==> src/hdl/ubds_pkg.sv <==
// Types and constants of the UART baud divisor search block.
package ubds_pkg;

  localparam int BAUD_W     = 32;
  localparam int CFG_DATA_W = 32;
  localparam int REG_IDX_W  = 3;
  localparam int PCT_W      = 7;
  localparam int DIVB_W     = 8;
  localparam int DIV_CNT_W  = 5;
  localparam int ERR_PROD_W = BAUD_W + PCT_W;

  typedef logic [BAUD_W-1:0]     baud_t;
  typedef logic [CFG_DATA_W-1:0] cfg_data_t;
  typedef logic [REG_IDX_W-1:0]  reg_idx_t;
  typedef logic [PCT_W-1:0]      pct_t;
  typedef logic [DIVB_W-1:0]     divb_t;

  // register indexes
  localparam reg_idx_t REG_REF_CLOCK   = 3'd0;
  localparam reg_idx_t REG_PREDIV_EN   = 3'd1;
  localparam reg_idx_t REG_MIN_BAUD    = 3'd2;
  localparam reg_idx_t REG_MAX_BAUD    = 3'd3;
  localparam reg_idx_t REG_MAX_ERR_PCT = 3'd4;

  // register reset values
  localparam baud_t RST_REF_CLOCK   = 32'd100000000;
  localparam baud_t RST_MIN_BAUD    = 32'd110;
  localparam baud_t RST_MAX_BAUD    = 32'd921600;
  localparam pct_t  RST_MAX_ERR_PCT = 7'd3;

  // last step of the bit-serial divider
  localparam logic [DIV_CNT_W-1:0] DIV_LAST = 5'd31;
  localparam logic [PCT_W-1:0]     PCT_SCALE = 7'd100;

endpackage

==> src/hdl/uart_baud_divisor_search_top.sv <==
// UART baud divisor search: bit-serial division over all candidate bit divisors.
// Out-of-range request: result in the cycle after the start transfer. In range:
// pre-divider division (when on), accumulation of rate*(MIN_BIT_DIV+1), then per divisor
// a load, a division, a shift-add multiply by d+1 and a second division (both skipped
// when gen is zero), then the checks. One request at a time (busy high through done).
// Synchronous reset returns registers to their defaults and the search to idle.
module uart_baud_divisor_search_top #(
  parameter int MIN_BIT_DIV  = 4,
  parameter int DIV_LIMIT    = 255,
  parameter int CLOCK_PREDIV = 8
) (
  input  logic                 clk,
  input  logic                 rst,
  input  logic                 start,
  output logic                 busy,
  input  ubds_pkg::baud_t      requested_baud,
  input  logic                 wr_en,
  input  ubds_pkg::reg_idx_t   wr_index,
  input  ubds_pkg::cfg_data_t  wr_data,
  output logic                 done,
  output logic                 accepted,
  output ubds_pkg::baud_t      rate_generator_value,
  output ubds_pkg::divb_t      bit_divisor,
  output ubds_pkg::baud_t      rate_error
);
  import ubds_pkg::*;

  localparam int STEP_W = $clog2(DIV_LIMIT + 1);
  localparam int PW     = BAUD_W + STEP_W;

  localparam logic [STEP_W-1:0] STEP_FIRST = STEP_W'(MIN_BIT_DIV + 1);
  localparam logic [STEP_W-1:0] STEP_LAST  = STEP_W'(DIV_LIMIT);

  // state codes
  localparam logic [3:0] S_IDLE   = 4'd0;
  localparam logic [3:0] S_PREDIV = 4'd1;
  localparam logic [3:0] S_ACCUM  = 4'd2;
  localparam logic [3:0] S_LOAD1  = 4'd3;
  localparam logic [3:0] S_DIV1   = 4'd4;
  localparam logic [3:0] S_MUL    = 4'd5;
  localparam logic [3:0] S_DIV2   = 4'd6;
  localparam logic [3:0] S_NEXT   = 4'd7;
  localparam logic [3:0] S_CHECK1 = 4'd8;
  localparam logic [3:0] S_CHECK2 = 4'd9;
  localparam logic [3:0] S_DONE   = 4'd10;

  logic [3:0] state;

  // configuration registers
  baud_t ref_clock_hz;
  logic  clock_prediv_enable;
  baud_t min_baud;
  baud_t max_baud;
  pct_t  max_error_percent;

  // search registers
  baud_t             rate;
  baud_t             clk_eff;
  logic [PW-1:0]     prod;
  logic [STEP_W-1:0] steps;
  baud_t             gen;
  baud_t             achieved;
  baud_t             mul_a;
  logic [STEP_W-1:0] mul_b;
  baud_t             mul_acc;
  logic              found;
  baud_t             best_gen;
  divb_t             best_div;
  baud_t             best_err;
  logic              ok;
  logic [ERR_PROD_W-1:0] err_scaled;

  // bit-serial restoring divider
  baud_t                dv_num;
  logic [PW-1:0]        dv_rem;
  logic [PW-1:0]        dv_den;
  baud_t                dv_q;
  logic [DIV_CNT_W-1:0] dv_cnt;

  logic [PW:0]   dv_trial;
  logic          dv_fits;
  logic [PW-1:0] dv_rem_next;
  baud_t         dv_q_next;
  logic          dv_last;

  always_comb begin
    dv_trial    = {dv_rem, dv_num[BAUD_W-1]};
    dv_fits     = dv_trial >= {1'b0, dv_den};
    dv_rem_next = dv_fits ? PW'(dv_trial - {1'b0, dv_den}) : PW'(dv_trial);
    dv_q_next   = {dv_q[BAUD_W-2:0], dv_fits};
    dv_last     = dv_cnt == DIV_LAST;
  end

  // error of the current candidate
  baud_t err_c;
  logic  better;
  logic  in_range;
  logic  step_last;

  always_comb begin
    err_c     = (rate > achieved) ? (rate - achieved) : (achieved - rate);
    better    = (gen != '0) && (!found || err_c < best_err);
    in_range  = (requested_baud != '0) && (requested_baud >= min_baud) &&
                (requested_baud <= max_baud);
    step_last = steps == STEP_LAST;
  end

  // configuration writes
  always_ff @(posedge clk) begin
    if (rst) begin
      ref_clock_hz        <= RST_REF_CLOCK;
      clock_prediv_enable <= 1'b0;
      min_baud            <= RST_MIN_BAUD;
      max_baud            <= RST_MAX_BAUD;
      max_error_percent   <= RST_MAX_ERR_PCT;
    end else if (wr_en) begin
      case (wr_index)
        REG_REF_CLOCK:   ref_clock_hz        <= wr_data;
        REG_PREDIV_EN:   clock_prediv_enable <= wr_data[0];
        REG_MIN_BAUD:    min_baud            <= wr_data;
        REG_MAX_BAUD:    max_baud            <= wr_data;
        REG_MAX_ERR_PCT: max_error_percent   <= wr_data[PCT_W-1:0];
        default: ;
      endcase
    end
  end

  // control state
  always_ff @(posedge clk) begin
    if (rst) begin
      state <= S_IDLE;
    end else begin
      case (state)
        S_IDLE: begin
          if (start) begin
            if (!in_range)                state <= S_DONE;
            else if (clock_prediv_enable) state <= S_PREDIV;
            else                          state <= S_ACCUM;
          end
        end
        S_PREDIV: if (dv_last) state <= S_ACCUM;
        S_ACCUM:  if (steps == STEP_FIRST) state <= S_LOAD1;
        S_LOAD1:  state <= S_DIV1;
        S_DIV1: begin
          if (dv_last) state <= (dv_q_next == '0) ? S_NEXT : S_MUL;
        end
        S_MUL:    if (mul_b == '0) state <= S_DIV2;
        S_DIV2:   if (dv_last) state <= S_NEXT;
        S_NEXT:   state <= step_last ? S_CHECK1 : S_LOAD1;
        S_CHECK1: state <= found ? S_CHECK2 : S_DONE;
        S_CHECK2: state <= S_DONE;
        S_DONE:   state <= S_IDLE;
        default:  state <= S_IDLE;
      endcase
    end
  end

  // datapath
  always_ff @(posedge clk) begin
    case (state)
      S_IDLE: begin
        rate     <= requested_baud;
        clk_eff  <= ref_clock_hz;
        prod     <= PW'(requested_baud);
        steps    <= STEP_W'(1);
        found    <= 1'b0;
        best_gen <= '0;
        best_div <= '0;
        best_err <= '1;
        ok       <= 1'b0;
        gen      <= '0;
        dv_num   <= ref_clock_hz;
        dv_rem   <= '0;
        dv_q     <= '0;
        dv_cnt   <= '0;
        dv_den   <= PW'(CLOCK_PREDIV);
      end
      S_PREDIV: begin
        dv_num <= dv_num << 1;
        dv_rem <= dv_rem_next;
        dv_q   <= dv_q_next;
        dv_cnt <= dv_cnt + 1'b1;
        if (dv_last) clk_eff <= dv_q_next;
      end
      S_ACCUM: begin
        if (steps != STEP_FIRST) begin
          prod  <= prod + PW'(rate);
          steps <= steps + 1'b1;
        end
      end
      S_LOAD1: begin
        dv_num <= clk_eff;
        dv_rem <= '0;
        dv_q   <= '0;
        dv_cnt <= '0;
        dv_den <= prod;
      end
      S_DIV1: begin
        dv_num <= dv_num << 1;
        dv_rem <= dv_rem_next;
        dv_q   <= dv_q_next;
        dv_cnt <= dv_cnt + 1'b1;
        if (dv_last) begin
          gen     <= dv_q_next;
          mul_a   <= dv_q_next;
          mul_b   <= steps;
          mul_acc <= '0;
        end
      end
      // shift-add gen*(d+1); the product never exceeds the clock
      S_MUL: begin
        if (mul_b == '0) begin
          dv_num <= clk_eff;
          dv_rem <= '0;
          dv_q   <= '0;
          dv_cnt <= '0;
          dv_den <= PW'(mul_acc);
        end else begin
          if (mul_b[0]) mul_acc <= mul_acc + mul_a;
          mul_a <= mul_a << 1;
          mul_b <= mul_b >> 1;
        end
      end
      S_DIV2: begin
        dv_num <= dv_num << 1;
        dv_rem <= dv_rem_next;
        dv_q   <= dv_q_next;
        dv_cnt <= dv_cnt + 1'b1;
        if (dv_last) achieved <= dv_q_next;
      end
      // keep the first candidate with the smallest error, then advance d
      S_NEXT: begin
        if (better) begin
          found    <= 1'b1;
          best_gen <= gen;
          best_div <= DIVB_W'(steps - 1'b1);
          best_err <= err_c;
        end
        prod  <= prod + PW'(rate);
        steps <= steps + 1'b1;
      end
      // percentage test at full product width
      S_CHECK1: err_scaled <= ERR_PROD_W'(best_err) * ERR_PROD_W'(PCT_SCALE);
      S_CHECK2: ok <= err_scaled <= ERR_PROD_W'(max_error_percent) * ERR_PROD_W'(rate);
      default: ;
    endcase
  end

  // result ports
  assign busy                 = state != S_IDLE;
  assign done                 = state == S_DONE;
  assign accepted             = ok;
  assign rate_generator_value = best_gen;
  assign bit_divisor          = best_div;
  assign rate_error           = best_err;

endmodule

==> config.mk <==
export PLATFORM = sky130hd
export DESIGN_NAME = uart_baud_divisor_search_top
export DESIGN_NICKNAME = d
export VERILOG_FILES = /design/src/hdl/ubds_pkg.sv /design/src/hdl/uart_baud_divisor_search_top.sv
export SDC_FILE = /design/constraint.sdc
export NUM_CORES = 2
export LEC_CHECK = 0
export ABC_AREA = 1
export BUFFER_PORTS_ARGS = -buffer_cell sky130_fd_sc_hd__buf_2
export CORE_MARGIN = 5
export CORE_UTILIZATION = 55
export CTS_CLUSTER_SIZE = 40
export DETAILED_ROUTE_END_ITERATION = 8
export PLACE_DENSITY_LB_ADDON = 0.05
export SYNTH_ARGS = -nofsm -noshare
export SYNTH_HDL_FRONTEND = slang
export SYNTH_SLANG_ARGS = --single-unit
==> constraint.sdc <==
create_clock -name clk -period 7.1 [get_ports clk]
set_clock_uncertainty 0.2 [all_clocks]
set_input_delay 0.71 -clock clk [delete_from_list [all_inputs] [get_ports clk]]
set_output_delay 0.71 -clock clk [all_outputs]
set_load 0.01 [all_outputs]
**Word level (Yosys, flattened, before mapping)**

Cells that the tools add are included.

- $add $sub $neg: 8
- Equality and inequality tests: 28
- Reductions and logical operators: 39
- $lt $le $gt $ge: 6
- Multiplexer cells: 49
- $mul: 2

Operators by type and width:

| cell | count |
|---|---|
| $pmux W32 S2 | 6 |
| $pmux W40 S3 | 3 |
| $mux W32 | 9 |
| $mux W40 | 4 |
| $pmux W32 S4 | 1 |
| $pmux W31 S3 | 1 |
| $reduce_bool A32 Y1 | 2 |
| $sub A32 B32 Y32 | 2 |
| $ge A41 B40 Y1 | 1 |
| $add A40 B32 Y40 | 1 |
| $pmux W4 S10 | 1 |
| $sub A40 B40 Y40 | 1 |
| $le A39 B39 Y1 | 1 |
| $mul A7 B32 Y39 | 1 |
| $mul A32 B5 Y37 const B | 1 |
| $add A32 B32 Y32 | 1 |
| $ge A32 B32 Y1 | 1 |
| $gt A32 B32 Y1 | 1 |
| $le A32 B32 Y1 | 1 |
| $logic_not A32 Y1 | 1 |
| $lt A32 B32 Y1 | 1 |
| $mux W4 | 8 |
| $mux W8 | 4 |
| $pmux W8 S2 | 2 |
| 37 further kinds | 77 |

- Register bits: 615
- Word-level logic and storage cells: 158
- Output and inout bits: 75

**Logic depth before layout (Yosys ltp)**

- Word-level depth: 7
- Mapped depth: 33

**Worst setup path after synthesis**

No wires, ideal clock.

- Kind: reg2reg
- Start: reg max_error_percent[6]
- End: reg ok (netlist: accepted), data pin
- Period minus slack after synthesis: 6078 ps
- Arrival time: 5622 ps
- Buffers on the path: 2
- Cell stages (with the launch flop): 29
- Required time: 6644 ps
- Setup slack: 1022 ps
- Cells stage by stage: dfxtp_1 > clkbuf_1 > clkbuf_1 > nand2_1 > fa_1 > fa_1 > inv_1 > fa_1 > inv_1 > fa_1 > inv_1 > ha_1 > inv_1 > o21ai_0 > inv_1 > o21ai_0 > a21oi_1 > o21a_1 > o21ai_0 > a31oi_1 > xor2_1 > ha_1 > nand2_1 > nor2_1 > nand4_1 > nor4_1 > o2111ai_1 > nand3_1 > a21oi_1

- Cells in the longest elaborated chain, start to end: 3

RTL lines:

| item | line | RTL |
|---|---|---|
| from (decl) | uart_baud_divisor_search_top.sv:54 | `pct_t max_error_percent;` |
| from (signal assigned) | uart_baud_divisor_search_top.sv:122 | `REG_MAX_ERR_PCT: max_error_percent <= wr_data[PCT_W-1:0];` |
| $mul A7 B32 Y39 | uart_baud_divisor_search_top.sv:244 | `S_CHECK2: ok <= err_scaled <= ERR_PROD_W'(max_error_percent) * ERR_PROD_W'(rate);` |
| $le A39 B39 Y1 | uart_baud_divisor_search_top.sv:244 |  |
| $pmux W1 S2 | uart_baud_divisor_search_top.sv:160 | `case (state)` |
| to (signal assigned) | uart_baud_divisor_search_top.sv:244 |  |
| to (decl) | uart_baud_divisor_search_top.sv:70 | `logic ok;` |

Every way passes these cells.
A chain may end at the register's enable or synchronous reset.

**Worst setup path in the final report**

- Start: reg max_error_percent[1]
- End: reg ok (netlist: accepted), data pin

The elaborated chain is that of the path after synthesis.

==> flow_summary.yaml <==
run_status:
  status: "finished clean"
sta:
  slew_headroom: 0.317
  min_period_ns: 6.47
  max_freq_mhz: 155
  fin_crit_sh: 0.911
  setup_viol: 0
  fin_tns_setup_ns: 0
  worst_slew_pin_slew_ns: 1.02
  slew_violations: 0
  hold_viol_final: 0
  grt_setup_unrepaired: "no"
pwr:
  leakage_nw: 25.2
  irDropWorstVdd_mv: 0.685
  power_density_nw_per_um2: 487
logic_synthesis:
  yosysWarnings: 0
  async_reset_ff_frac: 0
  synthDistinctLibCells: 66
  synth_cells: 5994
  netlist_area_um2: 48300
  synth-seq-cells: 615
  synth_edf_count: 507
  syn_area_per_cell_um2: 8.06
  dominantRegCellSynth: "edfxtp_1"
  synth-seq-area-share: 0.360
  syn-num-nets: 6707
final_layout:
  final_core_util: 0.606
  design_area_um2: 52700
  fin_nets: 6810
  mostFrequentLayoutCell: "nand2_1"
  mostFrequentLayoutCells: "nand2_1, inv_1, nor2_1"
  syn2layout_area_growth_pct: 9.18
  drive_gt1_frac: 0.0616
  instances_no_fill: 7309
grt:
  grt_overflow: 0
  grt.total_usage: 0.329
  grt_pass1_vias: 39700
  antenna_found_initial: 2
  grt_max_degree: 89
  grt_pass1_wl_um: 238000
clock_network:
  cts_tree: "done"
  post-cts-setup-buffer-count: 0
  numCtsBuffers: 71
  cts-resized-gates: 0
  worstSkewPairLatency_ns: 0.65
  clk_pin_slew_ns: 0.06
  cts.htree.levels: 3
  hold_buffers: 0
  numClockSinks: 615
  clockBufferDepth: 3
  clockRootBuffer: "clkbuf_16"
placed_design:
  gp_congestion: 1.02
  dp_cells: 7179
  dp_hpwl_um: 125000
  place_area_um2: 50300
  portBuffers: 145
floorplan:
  core_um2: 87000
  fp.dieW_um: 306
  io_pins: 146
  initial_utilization: 0.555
  die_h_um: 306
  rows: 108
  dieArea_um2: 93800
setup_path:
  critPathLaunch: "max_error_percent[1]"
  crit-reg2reg-launch: "max_error_percent[1]"
  cp_data_required_time_ns: 7.28
  critPathKind: "reg -> reg"
  crit_path_start_kind: "register"
  cp_top_family: "adder cells"
  cpPeakStageDelay_ns: 0.53
  crit_slowest_cell: "fa_1"
  critical_path_arrival_ns: 6.65
  critPathMaxFanout: 31
  endpoint_kind: "register"
  cpMostUsedCell: "nand2_1"
  critPathBufInv: 2
  path_cells: "buf_4, nand2_1, inv_1, fa_1, fa_1, fa_1, fa_1, ha_1, nand2_1, nor2_1, nand4_1, o21ai_0, nand2_1, o2111ai_1, nand2_1, nand2_1, xnor2_1, ha_1, nand4_1, nor4_1, o2111ai_1, nand3_1, a21oi_1"
drt:
  vias: 41200
  drt_iter0_drc: 4082
  wl_per_cell_um: 21.5
  drtAntennaViolNets: 0
  drc_errors: 0
  drt-total-wl_um: 157000
  via_per_inst: 5.63
  dr.pass1.iters: 6
worst_hold_path:
  min-delay-start: "wr_data[13]"
  hold_class: "in -> reg"
job:
  cap_violations: 0
[state kept, by name, indices dropped and copies added, names as in the netlist, 31 cells and up]
register,cells
dv_num,32
max_baud,32
gen,32
dv_rem,40
ref_clock_hz,32
mul_acc,32
dv_den,40
min_baud,32
dv_q,31
rate_error,32
rate,32
mul_a,32
achieved,32
rate_generator_value,32
err_scaled,37
clk_eff,32
prod,40
[where the power goes]
| part | total, mW | internal (mW) | leakage (nW) | switching, mW |
|---|---|---|---|---|
| sequential | 6.35 | 5.51 | 5.71 | 0.845 |
| combinational | 15.5 | 4.93 | 18.3 | 10.6 |
| clock | 3.85 | 2.23 | 1.17 | 1.62 |
[synth_stat cells (all sizes together), types with 9 or more instances]
library cell  count  area share
a21boi           21      0.0033
a21o             36      0.0056
a21oi           470       0.049
a221oi            9      0.0016
a22o             31      0.0056
a22oi            31      0.0048
a31oi            44      0.0057
buf              36      0.0045
clkbuf          135       0.011
dfxtp           108       0.045
edfxtp          507        0.32
fa              181       0.075
ha              461        0.12
inv            1084       0.084
nand2          1278        0.10
nand3           136       0.014
nand3b            9      0.0014
nand4            51      0.0067
nor2            564       0.044
nor3             55      0.0059
nor4             30      0.0041
o211ai           24      0.0038
o21a             17      0.0026
o21ai           430       0.045
o21bai           36      0.0057
or2              10      0.0013
xnor2            55       0.010
xor2            106       0.019
[cell type report]
class | instances | area [µm²]
clock buffer | 75 | 1790
antenna | 1 | 2.50
clock inverter | 54 | 651
timing repair buffer | 201 | 1170
sequential | 615 | 17400
inverter | 1089 | 4090
tap | 1155 | 1450
multi-input combinational | 4119 | 26200
fill | 8000 | 34300
[logic make-up (layout without fill, tap and decap cells)]
family / count (synthesis) / count (layout) / share of synthesized area
flops: 615 / 615 / 0.360
compound gates: 1174 / 1174 / 0.137
fa+ha+maj: 642 / 642 / 0.194
other cells: 0 / 1 / 0
xor+xnor: 161 / 161 / 0.0292
simple gates: 2142 / 2142 / 0.179
buf+inv: 1260 / 1419 / 0.0997
[stage by stage]
stage          power, mW  hold WS [ns]  setup WS [ns]
2_1_floorplan       16.8         0.226           1.02
3_3_place_gp        21.5         0.230          0.751
3_5_place_dp        21.7         0.234          0.668
4_1_cts             25.6        0.0839          0.644
5_1_grt             27.7         0.116          0.142
6_report            25.7        0.0980          0.632
[worst min-delay path: stages]
cell and delay (ns):
buf_2 0.10, nand2_1 0.05, nand3_1 0.07
[routing by layer]
| layer | share of wire | routed length (µm) | track usage |
|---|---|---|---|
| met1 | 0.44 | 68700 | 0.467 |
| met2 | 0.44 | 69400 | 0.515 |
| met3 | 0.078 | 12200 | 0.0486 |
| met4 | 0.045 | 7080 | 0.124 |
| met5 | 0 | 0 | 0 |
[path summary, 6_finish.rpt]
path / endpoint / slack (ns) / cells past startpoint
worst max-delay path: accepted / 0.63 / 23
worst min-delay path: ref_clock_hz[13] / 0.1 / 3
worst max register to register: accepted / 0.63 / 23
worst min register to register: achieved[20] / 0.25 / 0
Power figures use the tool's default switching activity.
